--- src/rtl/core/assert_macros.svh ---
// assertion helpers used by centered_moving_average_core
`ifndef ASSERT_MACROS_SVH
`define ASSERT_MACROS_SVH

`ifndef SYNTHESIS
`define CMA_ASSERT(lbl, clk, rst, prop, msg) \
  lbl: assert property (@(posedge clk) disable iff (rst) prop) else $error(msg);
`define CMA_ASSERT_NEVER(lbl, clk, rst, cond, msg) \
  lbl: assert property (@(posedge clk) disable iff (rst) !(cond)) else $error(msg);
`else
`define CMA_ASSERT(lbl, clk, rst, prop, msg)
`define CMA_ASSERT_NEVER(lbl, clk, rst, cond, msg)
`endif

`endif

--- src/rtl/core/cma_pkg.sv ---
package cma_pkg;

  localparam int LEN_W            = 4;
  localparam int LEN_MAX          = 15;
  localparam logic [LEN_W-1:0] LEN_RESET = 4'd5;

  localparam int HALF_MAX_DEF     = 7;
  localparam int SAMPLE_WIDTH_DEF = 32;
  localparam int COUNT_WIDTH_DEF  = 16;

  // request from the sequencer to the divider
  typedef struct packed {
    logic             start;
    logic [LEN_W-1:0] divisor;
  } cma_div_req_t;

endpackage

--- src/rtl/core/cma_divider.sv ---
module cma_divider import cma_pkg::*; #(
  parameter int SAMPLE_WIDTH = SAMPLE_WIDTH_DEF
) (
  input  logic                                clk,
  input  logic                                rst,
  input  cma_div_req_t                        req,
  input  logic signed [SAMPLE_WIDTH+LEN_W-1:0] dividend,
  output logic                                done,
  output logic        [SAMPLE_WIDTH-1:0]      quotient
);

  localparam int SUM_W  = SAMPLE_WIDTH + LEN_W;
  localparam int STEP_W = $clog2(SUM_W);
  localparam logic [SUM_W-1:0] MAG_MAX = {{(SUM_W-SAMPLE_WIDTH+1){1'b0}},
                                          {(SAMPLE_WIDTH-1){1'b1}}};
  localparam logic [SAMPLE_WIDTH-1:0] POS_SAT = {1'b0, {(SAMPLE_WIDTH-1){1'b1}}};
  localparam logic [SAMPLE_WIDTH-1:0] NEG_SAT = {1'b1, {(SAMPLE_WIDTH-1){1'b0}}};

  typedef enum logic [1:0] {DV_IDLE, DV_RUN, DV_FIN} dv_state_t;

  dv_state_t          state;
  logic [STEP_W-1:0]  step;
  logic [SUM_W-1:0]   quo;
  logic [LEN_W-1:0]   rem;
  logic [LEN_W-1:0]   dvsr;
  logic               neg;

  logic [LEN_W:0]        rem_shift;
  logic [LEN_W:0]        diff;
  logic                  q_bit;
  logic [LEN_W-1:0]      rem_next;
  logic [SAMPLE_WIDTH-1:0] sat;

  // one restoring step a cycle on the magnitude
  always_comb begin
    rem_shift = {rem, quo[SUM_W-1]};
    diff      = rem_shift - {1'b0, dvsr};
    q_bit     = ~diff[LEN_W];
    rem_next  = q_bit ? diff[LEN_W-1:0] : rem_shift[LEN_W-1:0];
  end

  // sign restore with saturation, truncation toward zero comes from the magnitude
  always_comb begin
    if (neg) begin
      sat = (quo > MAG_MAX) ? NEG_SAT : (~quo[SAMPLE_WIDTH-1:0] + 1'b1);
    end else begin
      sat = (quo > MAG_MAX) ? POS_SAT : quo[SAMPLE_WIDTH-1:0];
    end
  end

  always_ff @(posedge clk) begin
    if (rst) begin
      state <= DV_IDLE;
      done  <= 1'b0;
    end else begin
      unique case (state)
        DV_IDLE: begin
          done <= 1'b0;
          if (req.start) begin
            neg   <= dividend[SUM_W-1];
            quo   <= dividend[SUM_W-1] ? (~dividend + 1'b1) : dividend;
            rem   <= '0;
            dvsr  <= req.divisor;
            step  <= '0;
            state <= DV_RUN;
          end
        end
        DV_RUN: begin
          rem <= rem_next;
          quo <= {quo[SUM_W-2:0], q_bit};
          if (step == STEP_W'(SUM_W - 1)) begin
            state <= DV_FIN;
          end else begin
            step <= step + 1'b1;
          end
        end
        DV_FIN: begin
          quotient <= sat;
          done     <= 1'b1;
          state    <= DV_IDLE;
        end
        default: state <= DV_IDLE;
      endcase
    end
  end

endmodule

--- src/rtl/core/centered_moving_average_core.sv ---
// centered moving average over a finite signal
// input beats on s_axis: tdata carries one signed q16.16 sample, tlast marks
// the final sample of the signal. result beats on m_axis: tdata carries the
// smoothed sample, tuser is high for a window average and low for an edge
// pass-through, tlast marks the final result of the signal.
// half-width k is window_length/2 (capped at HALF_MAX and LEN_MAX/2), latched with the first
// sample of each signal; cfg writes take effect with the next signal.
// result m leaves when sample m+k arrives, the last sample flushes the rest.
// one sample is worked on at a time; s_axis_tready is low while busy.
// an averaged result is registered once its 2k+1 taps have been summed
// through the accumulator and the bit-serial divider has run its
// SAMPLE_WIDTH+4 steps. a pass-through result is registered from the delay
// line after the plan state, each further flushed result after the plan
// state that follows the beat before it. ready returns after the plan state
// that follows the last result beat of a sample finds no work left.
// when m_axis_tready is low the result is held in the output register and
// nothing else moves.
// reset clears the delay line and the sample counter and sets window_length to 5.
`include "assert_macros.svh"

module centered_moving_average_core import cma_pkg::*; #(
  parameter int HALF_MAX     = HALF_MAX_DEF,
  parameter int SAMPLE_WIDTH = SAMPLE_WIDTH_DEF,
  parameter int COUNT_WIDTH  = COUNT_WIDTH_DEF
) (
  input  logic                                 clk,
  input  logic                                 rst,
  input  logic                                 cfg_wr_en,
  input  logic [LEN_W-1:0]                     cfg_wr_data,   // window_length
  input  logic                                 s_axis_tvalid,
  output logic                                 s_axis_tready,
  input  logic [8*((SAMPLE_WIDTH+7)/8)-1:0]    s_axis_tdata,  // sample_value
  input  logic                                 s_axis_tlast,
  output logic                                 m_axis_tvalid,
  input  logic                                 m_axis_tready,
  output logic [8*((SAMPLE_WIDTH+7)/8)-1:0]    m_axis_tdata,  // smoothed_value
  output logic                                 m_axis_tuser,  // was_averaged
  output logic                                 m_axis_tlast
);

  localparam int TDATA_W    = 8 * ((SAMPLE_WIDTH + 7) / 8);
  localparam int K_LIM      = (HALF_MAX < LEN_MAX / 2) ? HALF_MAX : LEN_MAX / 2;
  localparam int LINE_DEPTH = 2 * K_LIM + 1;
  localparam int IDX_W      = $clog2(LINE_DEPTH);
  localparam int KW         = $clog2(K_LIM + 1);
  localparam int SUM_W      = SAMPLE_WIDTH + LEN_W;
  localparam logic [COUNT_WIDTH-1:0] COUNT_MAX = '1;

  typedef enum logic [2:0] {S_IDLE, S_PLAN, S_SUM, S_DIV, S_PASS, S_OUT} state_t;

  state_t                          state;
  logic        [LEN_W-1:0]         window_length;
  logic        [LEN_W-1:0]         active_length;
  logic        [LEN_W-1:0]         len_reg;
  logic        [KW-1:0]            k_reg;
  logic        [COUNT_WIDTH-1:0]   sample_count;
  logic signed [SAMPLE_WIDTH-1:0]  line [LINE_DEPTH];
  logic        [IDX_W-1:0]         rd_idx;
  logic signed [SUM_W-1:0]         acc;
  logic                            main_todo;
  logic                            main_avg;
  logic                            flush_todo;
  logic        [KW-1:0]            flush_idx;
  logic                            item_last;
  logic        [SAMPLE_WIDTH-1:0]  out_data;
  logic                            out_avg;
  logic                            out_last;
  logic                            div_start;

  logic                            in_beat;
  logic signed [SAMPLE_WIDTH-1:0]  in_sample;
  logic        [LEN_W-1:0]         eff_raw;
  logic        [LEN_W-1:0]         len_eff;
  logic        [LEN_W-1:0]         half;
  logic        [KW-1:0]            k_new;
  logic                            n_ge_k;
  logic                            n_ge_2k;
  logic        [KW-1:0]            top_new;
  logic signed [SAMPLE_WIDTH-1:0]  tap;
  logic        [IDX_W-1:0]         sum_end;

  cma_div_req_t                    div_req;
  logic                            div_done;
  logic        [SAMPLE_WIDTH-1:0]  div_quot;

  assign s_axis_tready = (state == S_IDLE);
  assign in_beat       = s_axis_tvalid && s_axis_tready;
  assign in_sample     = s_axis_tdata[SAMPLE_WIDTH-1:0];
  assign tap           = line[rd_idx];
  assign sum_end       = IDX_W'({k_reg, 1'b0});

  assign m_axis_tdata  = TDATA_W'(out_data);
  assign m_axis_tuser  = out_avg;
  assign m_axis_tlast  = out_last;

  // plan for the sample being taken
  always_comb begin
    eff_raw = (sample_count == '0) ? window_length : active_length;
    len_eff = (eff_raw == '0) ? LEN_W'(1) : eff_raw;
    half    = len_eff >> 1;
    k_new   = (half > LEN_W'(K_LIM)) ? KW'(K_LIM) : KW'(half);
    n_ge_k  = sample_count >= COUNT_WIDTH'(k_new);
    n_ge_2k = sample_count >= COUNT_WIDTH'({k_new, 1'b0});
    top_new = n_ge_k ? KW'(k_new - KW'(1)) : KW'(sample_count);
  end

  assign div_req.start   = div_start;
  assign div_req.divisor = len_reg;

  cma_divider #(
    .SAMPLE_WIDTH(SAMPLE_WIDTH)
  ) u_div (
    .clk      (clk),
    .rst      (rst),
    .req      (div_req),
    .dividend (acc),
    .done     (div_done),
    .quotient (div_quot)
  );

  always_ff @(posedge clk) begin
    if (rst) begin
      state         <= S_IDLE;
      window_length <= LEN_RESET;
      active_length <= LEN_RESET;
      sample_count  <= '0;
      main_todo     <= 1'b0;
      flush_todo    <= 1'b0;
      div_start     <= 1'b0;
      m_axis_tvalid <= 1'b0;
      for (int i = 0; i < LINE_DEPTH; i++) begin
        line[i] <= '0;
      end
    end else begin
      if (cfg_wr_en) begin
        window_length <= cfg_wr_data;
      end
      unique case (state)
        S_IDLE: begin
          if (in_beat) begin
            for (int i = LINE_DEPTH - 1; i > 0; i--) begin
              line[i] <= line[i-1];
            end
            line[0]       <= in_sample;
            active_length <= eff_raw;
            len_reg       <= len_eff;
            k_reg         <= k_new;
            main_todo     <= n_ge_k;
            main_avg      <= n_ge_2k;
            flush_todo    <= s_axis_tlast && (k_new != '0);
            flush_idx     <= top_new;
            item_last     <= s_axis_tlast;
            if (s_axis_tlast) begin
              sample_count <= '0;
            end else if (sample_count != COUNT_MAX) begin
              sample_count <= sample_count + 1'b1;
            end
            state <= S_PLAN;
          end
        end
        S_PLAN: begin
          priority if (main_todo && main_avg) begin
            rd_idx <= '0;
            acc    <= '0;
            state  <= S_SUM;
          end else if (main_todo) begin
            rd_idx <= IDX_W'(k_reg);
            state  <= S_PASS;
          end else if (flush_todo) begin
            rd_idx <= IDX_W'(flush_idx);
            state  <= S_PASS;
          end else begin
            state <= S_IDLE;
          end
        end
        S_SUM: begin
          acc <= acc + SUM_W'(tap);
          if (rd_idx == sum_end) begin
            div_start <= 1'b1;
            state     <= S_DIV;
          end else begin
            rd_idx <= rd_idx + 1'b1;
          end
        end
        S_DIV: begin
          div_start <= 1'b0;
          if (div_done) begin
            out_data      <= div_quot;
            out_avg       <= 1'b1;
            out_last      <= item_last && !flush_todo;
            main_todo     <= 1'b0;
            m_axis_tvalid <= 1'b1;
            state         <= S_OUT;
          end
        end
        S_PASS: begin
          out_data <= tap;
          out_avg  <= 1'b0;
          if (main_todo) begin
            main_todo <= 1'b0;
            out_last  <= item_last && !flush_todo;
          end else begin
            // flush walks from the oldest pending sample down to the newest
            out_last <= item_last && (flush_idx == '0);
            if (flush_idx == '0) begin
              flush_todo <= 1'b0;
            end else begin
              flush_idx <= flush_idx - 1'b1;
            end
          end
          m_axis_tvalid <= 1'b1;
          state         <= S_OUT;
        end
        S_OUT: begin
          if (m_axis_tready) begin
            m_axis_tvalid <= 1'b0;
            state         <= S_PLAN;
          end
        end
        default: state <= S_IDLE;
      endcase
    end
  end

  `CMA_ASSERT(a_no_input_with_result, clk, rst, m_axis_tvalid |-> !s_axis_tready, "ready high")
  `CMA_ASSERT(a_busy_after_beat, clk, rst, in_beat |=> !s_axis_tready, "ready after beat")
  `CMA_ASSERT(a_last_cnt, clk, rst, m_axis_tvalid && m_axis_tlast |-> sample_count == '0, "count")
  `CMA_ASSERT(a_div_done_in_div, clk, rst, div_done |-> (state == S_DIV), "stray divide done")
  `CMA_ASSERT_NEVER(a_tap_in_window, clk, rst, state == S_SUM && rd_idx > sum_end, "tap past end")

endmodule
--- config.mk ---
export PLATFORM = sky130hd
export DESIGN_NAME = centered_moving_average_core
export DESIGN_NICKNAME = d
export VERILOG_FILES = /design/src/rtl/core/cma_pkg.sv /design/src/rtl/core/cma_divider.sv /design/src/rtl/core/centered_moving_average_core.sv
export VERILOG_INCLUDE_DIRS = /design/src /design/src/rtl/core
export SDC_FILE = /design/constraint.sdc
export NUM_CORES = 1
export LEC_CHECK = 0
export ABC_AREA = 1
export CAP_MARGIN = 0
export CELL_PAD_IN_SITES_DETAIL_PLACEMENT = 1
export CELL_PAD_IN_SITES_GLOBAL_PLACEMENT = 2
export CORE_ASPECT_RATIO = 2
export CORE_MARGIN = 5
export CORE_UTILIZATION = 40
export DETAILED_ROUTE_END_ITERATION = 10
export DONT_BUFFER_PORTS = 1
export GPL_ROUTABILITY_DRIVEN = 0
export PLACE_DENSITY = 0.84
export SYNTH_ARGS = -nofsm -noshare
export SYNTH_HDL_FRONTEND = slang
export SYNTH_SLANG_ARGS = --single-unit
--- constraint.sdc ---
create_clock -name clk -period 31.3 [get_ports clk]
set_clock_uncertainty 0.05 [all_clocks]
set_input_delay 6.26 -clock clk [delete_from_list [all_inputs] [get_ports clk]]
set_output_delay 6.26 -clock clk [all_outputs]
set_load 0.03 [all_outputs]
* Word-level counts from Yosys, hierarchy flattened
Memories as Yosys holds them, arrays and structs flattened. A register that Yosys moved wholly into a read port is not among the register bits. Index checks and enable logic that the tools add are counted.
Word-level totals: register bits 203, RAM bits 480, word-level logic and storage cells 202, memories 1
Operators by class: $add $sub $neg 9, magnitude comparators 4, eq/ne operators 23, mux-type cells 81, bitwise logic cells 19, reductions and logical operators 38
Memories:
- line | words 15, width 32, read ports 15, clocked after memory_dff 1, wr ports 15, line centered_moving_average_core.sv:57 | logic signed [SAMPLE_WIDTH-1:0] line [LINE_DEPTH];
Operators by type and width (number):
- 2-to-1 mux 32 bit | 19
- case mux 36 bit (2 select lines) | 2
- 2-to-1 mux 36 bit | 3
- case mux 32 bit (2 select lines) | 1
- adder 36 x 1 -> 36 bit, second input constant | 1
- adder 36 x 32 -> 36 bit | 1
- greater-than comparator 36 x 31 -> 1 bit, second input constant | 1
- 2-to-1 mux 3 bit | 12
- 2-to-1 mux 4 bit | 9
- inverter 36 bit | 1
- adder 32 x 1 -> 32 bit, second input constant | 1
- 2-to-1 mux 16 bit | 2
- inverter 32 bit | 1
- AND reduction 3 bit | 8
- != test 2 bit, second input constant | 9
- case mux 3 bit (6 select lines) | 1
- adder 16 x 1 -> 16 bit, second input constant | 1
- >= comparator 16 x 3 -> 1 bit | 1
- >= comparator 16 x 4 -> 1 bit | 1
- logical NOT 16 bit | 1
- 2-to-1 mux 1 bit | 16
- != test 16 bit, second input constant | 1
- case mux 4 bit (2 select lines) | 2
- AND reduction 4 bit | 4
- 32 further kinds | 75

* Logic depth before layout (Yosys ltp)
Gate-level depths: netlist of the first run.
depth after elaboration 10, mapped depth 24, mapped depth without buffers 21

* Cells and area by module
From an unflattened synthesis of the first run, not the netlist that was laid out.
Second synthesis, totals: cell total of the unflattened synthesis 4101, area, all modules 35905.7 µm²
By module, submodules not included:
- centered_moving_average_core | times used 1, cells each 3348, area an instance 30137.7 µm², seq. area each 17697.0 µm²
- cma_divider | times used 1, cells each 753, area an instance 5768.0 µm², seq. area each 2552.4 µm²

* Worst setup path after synthesis of the first run
Ideal clock, no wire load.
path kind input-to-reg, start input port s_axis_tvalid, end memory line[0][0] (netlist name) (enable), library setup time 3.493 ns, arrival 14.443 ns, setup slack 13.315 ns, stages on the path 4, path through o21ai_1 -> nor2_4 -> inv_2 -> nand2_1
RTL lines:
- from (decl) | line centered_moving_average_core.sv:30 | input logic s_axis_tvalid,
- to (decl) | line centered_moving_average_core.sv:57

==> results of run 1 <==
==> report_power, final <==
group / switching (W) / internal (W) / total (W)
registers: 0.000116 / 0.00129 / 0.00141
logic: 0.00115 / 0.000409 / 0.00156
clock network: 0.000368 / 0.000500 / 0.000867
total: 0.00163 / 0.00220 / 0.00383
==> cell families after synthesis <==
family                     count (synthesis)
adders and majority gates                 57
and+or+nand+nor                         1533
DFF                                      687
xor gates and xnor gates                  54
buffers and inverters                    878
muxes                                      1
AOI/OAI and AO/OA                        803
==> Yosys cell counts (8+ instances only) <==
| cell type | n | share of area, % |
|---|---|---|
| a21oi_1 | 341 | 4.8 |
| buf_1 | 10 | 0.11 |
| inv_1 | 679 | 7.2 |
| buf_2 | 71 | 1.0 |
| nand4_1 | 28 | 0.49 |
| o21ai_0 | 275 | 3.9 |
| inv_2 | 8 | 0.085 |
| clkbuf_1 | 86 | 0.91 |
| nand3_1 | 220 | 3.1 |
| xnor2_1 | 13 | 0.32 |
| nor2_1 | 756 | 8.0 |
| buf_6 | 18 | 0.57 |
| dfxtp_1 | 38 | 2.1 |
| edfxtp_1 | 649 | 55 |
| ha_1 | 55 | 1.9 |
| xor2_1 | 41 | 1.0 |
| a31oi_1 | 38 | 0.67 |
| o211ai_1 | 32 | 0.68 |
| o21a_1 | 9 | 0.19 |
| o21ai_1 | 76 | 1.1 |
| nand2_1 | 469 | 5.0 |
| nor3_1 | 35 | 0.49 |
| nand3b_1 | 10 | 0.21 |
==> cell type report <==
| cell class | count | area, µm² |
|---|---|---|
| multi-input combinational | 2448 | 11760 |
| tap | 1170 | 1464 |
| clock buffer | 86 | 1842 |
| fill | 10274 | 49410 |
| timing repair buffer | 38 | 285.3 |
| clock inverter | 33 | 424.2 |
| sequential | 687 | 20260 |
| inverter | 691 | 2615 |
==> worst max-delay path by stage <==
stage	from	endpoint	slack, ps	cells after the start
floorplan	s_axis_tvalid	line[0][0]	13310	4
global placement	s_axis_tvalid	line[9][23]	20740	7
detailed placement	s_axis_tvalid	line[11][23]	20640	7
CTS	s_axis_tvalid	line[10][25]	21340	7
global route	s_axis_tvalid	line[6][24]	21090	7
finish	s_axis_tvalid	line[10][25]	21320	7
==> per-layer routing <==
metal  vias up  wire [µm]  global-route usage (%)
met5         -         47                       0
met4         6       4336                   8.862
met3       163       2892                   2.993
met2       367      57820                   42.25
met1     13433      39460                   23.29
li1      13010          -                       -
==> stage by stage <==
step	setup slack, ps	instance area, µm²
after CTS	21340	38650
after global routing	21090	38650
after floorplan	13310	35480
final	21320	38650
after detailed placement	20640	36380
after global placement	20740	36380
==> critical path: stages <==
cell	delay [ps]
o21ai_1	110
nor2_4	200
inv_2	100
nand2_4	670
buf_4	840
buf_4	880
buf_4	900
==> impl_metrics.yaml, run 1 <==
clock_tree:
  cts_inserted_buffers: 67
  clkLatencyLatePin_ps: 650
  post-cts-setup-buffers: 0
  clkTransAtPathRegs_ps: 60
  cts_tree: "built"
  cts-root-buf: "clkbuf_16"
  cts_buffer_depth: 3
  cts_sinks: 687
  htreeDepth: 3
  ctsHoldBuffers: 0
  cts_resized: 0
power_and_ir_drop:
  finalPower_w: 0.003832
  p_per_area_nw_per_um2: 99.15
  ir_worst_vdd_uv: 59.01
  p_leak_nw: 15.32
yosys:
  synth-adder-area-share_pct: 2.052
  synth-edff-count: 649
  syn_inst: 4013
  synth_compound_area_share_pct: 12.00
  synth_xor_area_share_pct: 1.333
  netlist_area_um2: 35480
  ys_types: 45
  yosys_warnings: 0
  synth_top_flop_cell: "edfxtp_1"
  yosysSeqAreaShare_pct: 57.07
  synth_seq_cells: 687
  async_flop_share_pct: 0
  syn_avg_cell_area_um2: 8.842
  synth_mux_area_share_pct: 0.02821
  synth-simple-area-share_pct: 17.58
  syn_nets: 4112
  synth_top_family_by_area: "simple AND/OR/NAND/NOR gates"
finish:
  largest_register: "line"
  final_common_cell: "nor2_1"
  n_antenna_cell: 0
  utilization_pct: 43.89
  final_cell_mix: "nor2_1 (751), inv_1 (678), edfxtp_1 (649)"
  layout.cells.non_filler: 5153
  finalNetCount: 4032
  drive_above_1_share_pct: 4.494
  top_regs: "line x480, acc x36, u_div.quo x36"
  area_growth_pct: 8.914
  largest_reg_flops: 480
hold_path:
  hold_start: "len_reg[1]"
  min_path_cells: 0
  min_path_type: "register to register"
  whs_endpoint: "u_div.dvsr[1]"
route:
  dr_total_vias: 26979
  dr.first_iter.drc_count: 1546
  antenna_left: 0
  drtPass1Iterations: 5
  drcViolationCount: 0
  viasPerCell: 5.236
  wl_per_cell_um: 20.29
  wl_mm: 104.6
global_routing:
  grt_pass1_wl_mm: 161.2
  grt-ovfl-total: 0
  grt_max_degree: 137
  grt_antenna_before_repair: 5
  grt_usage_pct: 21.80
  grt_pass1_vias: 28790
worst_setup_path:
  critPathLaunchType: "primary input"
  critPathMaxFanout: 75
  r2r-end: "acc[31]"
  cp-end-kind: "register"
  worstPathRequired_ps: 31510
  ff2ff_path_depth: 18
  r2r_slack_ps: 26090
  crit_arrival_ps: 10190
  worstSetupPathType: "primary input to register"
timing:
  fin_crit_ps: 9981
  slew_violations: 0
  worstMarginPinSlew_ps: 1084
  tns_ps: 0
  clock.fmax_mhz: 100.2
  rsz0062_at_grt: "false"
  timing.hold.ws_ps: 373.8
  setup_viol: 0
  final_hold_viol_count: 0
  max_slew_margin_pct: 27.19
  finalCritPeriodShare_pct: 31.89
place:
  dp_cells: 5034
  port_buffers: 0
  hpwl_mm: 72.21
floorplan:
  core_area_um2: 88060
  start_util_pct: 40.30
  fp.dieH_um: 431.2
  rows: 154
  die_area_um2: 95130
  ioPinCount: 78
  die_w_um: 220.6
status:
  status: "complete, no violations"
run:
  cap_violations: 0
No activity file was read; power rests on OpenSTA's default activity.
==> run 2, diff against run 1 <==
- ABC_AREA: 1 -> 0
- PLACE_DENSITY: 0.84 -> 0.76
- clock period: 31.3 -> 9.6 ns (I/O delays scaled with it)
==> run 2 against run 1 <==
Synthesized cell count shrank 38%. Via count shrank 28%. Critical path depth grew 5. Sequential power grew to 2.5 times the previous value. Die area shrank 5.6%. Critical path type is now register to register. Largest cell class unchanged. Largest power group is now registers.
==> impl_metrics.yaml, run 2 <==
floorplan:
  die_area_um2: 89800
  start_util_pct: 40.12
  die_w_um: 214.4
  ioPinCount: 78
  core_area_um2: 83330
  rows: 150
  fp.dieH_um: 418.8
place:
  preCtsSetupSlack_ps: 3860
  port_buffers: 0
  postPlaceCellArea_um2: 34490
  hpwl_mm: 51.45
global_routing:
  grt_pass1_vias: 21351
  grt_usage_pct: 17.08
  use_met2_pct: 31.47
  grt.busiest_layer: "met2"
  grt-ovfl-total: 0
  gr-usage-met1_pct: 20.68
  grtUsageMet3_pct: 2.059
  grt_antenna_before_repair: 3
  grt_max_degree: 305
  grt_pass1_wl_mm: 123.5
power_and_ir_drop:
  switching_power_w: 0.001578
  power_frac_seq_pct: 54.2
  clockPowerShare_pct: 37.6
  p_leak_nw: 13.13
  finalPower_w: 0.006598
  ir_worst_vdd_uv: 165.8
  p_int_w: 0.005020
  p_per_area_nw_per_um2: 181.0
  switching_share_pct: 23.91
  power_frac_comb_pct: 8.2
clock_tree:
  post-cts-setup-buffers: 0
  cts_buffer_depth: 3
  cts_sinks: 687
  clkLatencyLatePin_ps: 670
  cts-root-buf: "clkbuf_16"
  ctsHoldBuffers: 0
  cts_resized: 0
  htreeDepth: 2
  cts_inserted_buffers: 61
  clkTransAtPathRegs_ps: 70
  cts_tree: "built"
route:
  viasPerCell: 5.484
  dr_total_vias: 19370
  wl_per_cell_um: 21.88
  drtPass1Iterations: 6
  wl_mm: 77.28
  drcViolationCount: 0
  dr.first_iter.drc_count: 1329
  antenna_left: 0
timing:
  final_hold_viol_count: 0
  rsz0062_at_grt: "false"
  timing.hold.ws_ps: 370.7
  clock.fmax_mhz: 173.3
  fin_crit_ps: 5769
  worstMarginPinSlew_ps: 1268
  max_slew_margin_pct: 14.72
  slew_violations: 0
  setup_ws_ps: 3831
  setup_viol: 0
  tns_ps: 0
  finalCritPeriodShare_pct: 60.09
yosys:
  yosys.area.top_type: "edfxtp_1"
  syn_nets: 2583
  synth_seq_cells: 687
  synth_top_flop_cell: "edfxtp_1"
  ys_types: 71
  ys_top_cells_by_area: "edfxtp_1 (58%), and2_1 (9.2%), mux4_2 (8.6%)"
  synth_most_common_cell: "edfxtp_1"
  yosys_warnings: 0
  netlist.area_leader.share_pct: 58.30
  netlist_area_um2: 33430
  syn_avg_cell_area_um2: 13.46
  synthTopCellsByCount: "edfxtp_1 (649), and2_1 (492), nand2_1 (145)"
  syn_inst: 2484
  async_flop_share_pct: 0
  synth-edff-count: 649
  yosysSeqAreaShare_pct: 60.58
finish:
  finalNetCount: 2517
  area_growth_pct: 9.035
  final_area_um2: 36450
  top_regs: "line x480, acc x36, u_div.quo x36"
  final_common_cell: "edfxtp_1"
  drive_above_1_share_pct: 12.24
  largest_reg_flops: 480
  final_cell_mix: "edfxtp_1 (649), and2_1 (491), nand2_1 (144)"
  largest_register: "line"
hold_path:
  hold_start: "len_reg[0]"
  min_path_type: "register to register"
run:
  cap_violations: 0
worst_setup_path:
  crit_arrival_ps: 6120
  worstSetupPathType: "register to register"
  cp-end-kind: "register"
  critPathLaunchType: "register"
  worstPathRequired_ps: 9950
  critPathMaxFanout: 91
status:
  status: "complete, no violations"
run 2: cell count changes after synthesis, sizes merged, moves of 73 or more:
cell,before,now
mux4,0,127
o21ai,353,118
inv,687,35
nor2,761,118
and2,1,493
buf,101,28
nand2,471,145
a21oi,348,75
nand3,220,21
run 2: path summary, 6_finish.rpt:
kind              cells after the start  slack [ps]             to
setup / recovery                     12        3830        acc[34]
hold / removal                        0         370  u_div.dvsr[0]
setup reg to reg                     12        3830        acc[34]
hold reg to reg                       0         370  u_div.dvsr[0]
run 2: final cells by class:
class                      instances  area (µm²)
fill                            8489       46880
clock inverter                    36       365.4
timing repair buffer              20       212.7
sequential                       687       20260
clock buffer                      76        1593
antenna                            1       2.502
inverter                          36       146.4
multi-input combinational       1612       12540
tap                             1064        1331
run 2: stage by stage:
| step | std cells | utilization, % |
|---|---|---|
| 2_1_floorplan | 2484 | - |
| 3_3_place_gp | 3419 | 41.39 |
| 3_5_place_dp | 3419 | 41.39 |
| 4_1_cts | 3531 | 43.74 |
| 5_1_grt | 3532 | 43.74 |
| 6_report | 3532 | 43.74 |
run 2: routing by layer:
| layer | vias up | part of all wire, % |
|---|---|---|
| met2 | 264 | 53 |
| li1 | 9031 | - |
| met5 | - | 0.0091 |
| met3 | 124 | 2.6 |
| met1 | 9949 | 41 |
| met4 | 2 | 3.4 |
run 2: logic make-up after synthesis:
kind of cell               count (synthesis)  synth area share (%)
AOI/OAI and AO/OA                        325                 6.022
xor gates and xnor gates                  94                 2.463
adders and majority gates                 57                 2.178
buffers and inverters                    185                 2.119
DFF                                      687                 60.58
muxes                                    212                 11.29
and+or+nand+nor                          924                 15.35
run 2: critical path, cell delays in order, from the launching register on:
cell and delay, ps:
dfxtp_4 880, buf_12 540, mux4_2 600, mux4_2 560
ha_1 410, o21ai_0 130, o21ai_0 270, o211ai_1 140
buf_4 170, nor4_1 960, o2111a_1 300, o21ai_0 90
nor3b_1 150
run 2: power by group through the flow:
stage / Clock, W / Sequential [W] / Combinational, W
finish: 0.00248 / 0.00358 / 0.000544
global route: 0.00269 / 0.00360 / 0.000597
CTS: 0.00257 / 0.00358 / 0.000553
detailed placement: 0 / 0.00364 / 0.000551
global placement: 0 / 0.00363 / 0.000529
floorplan: 0 / 0.00362 / 0.000413
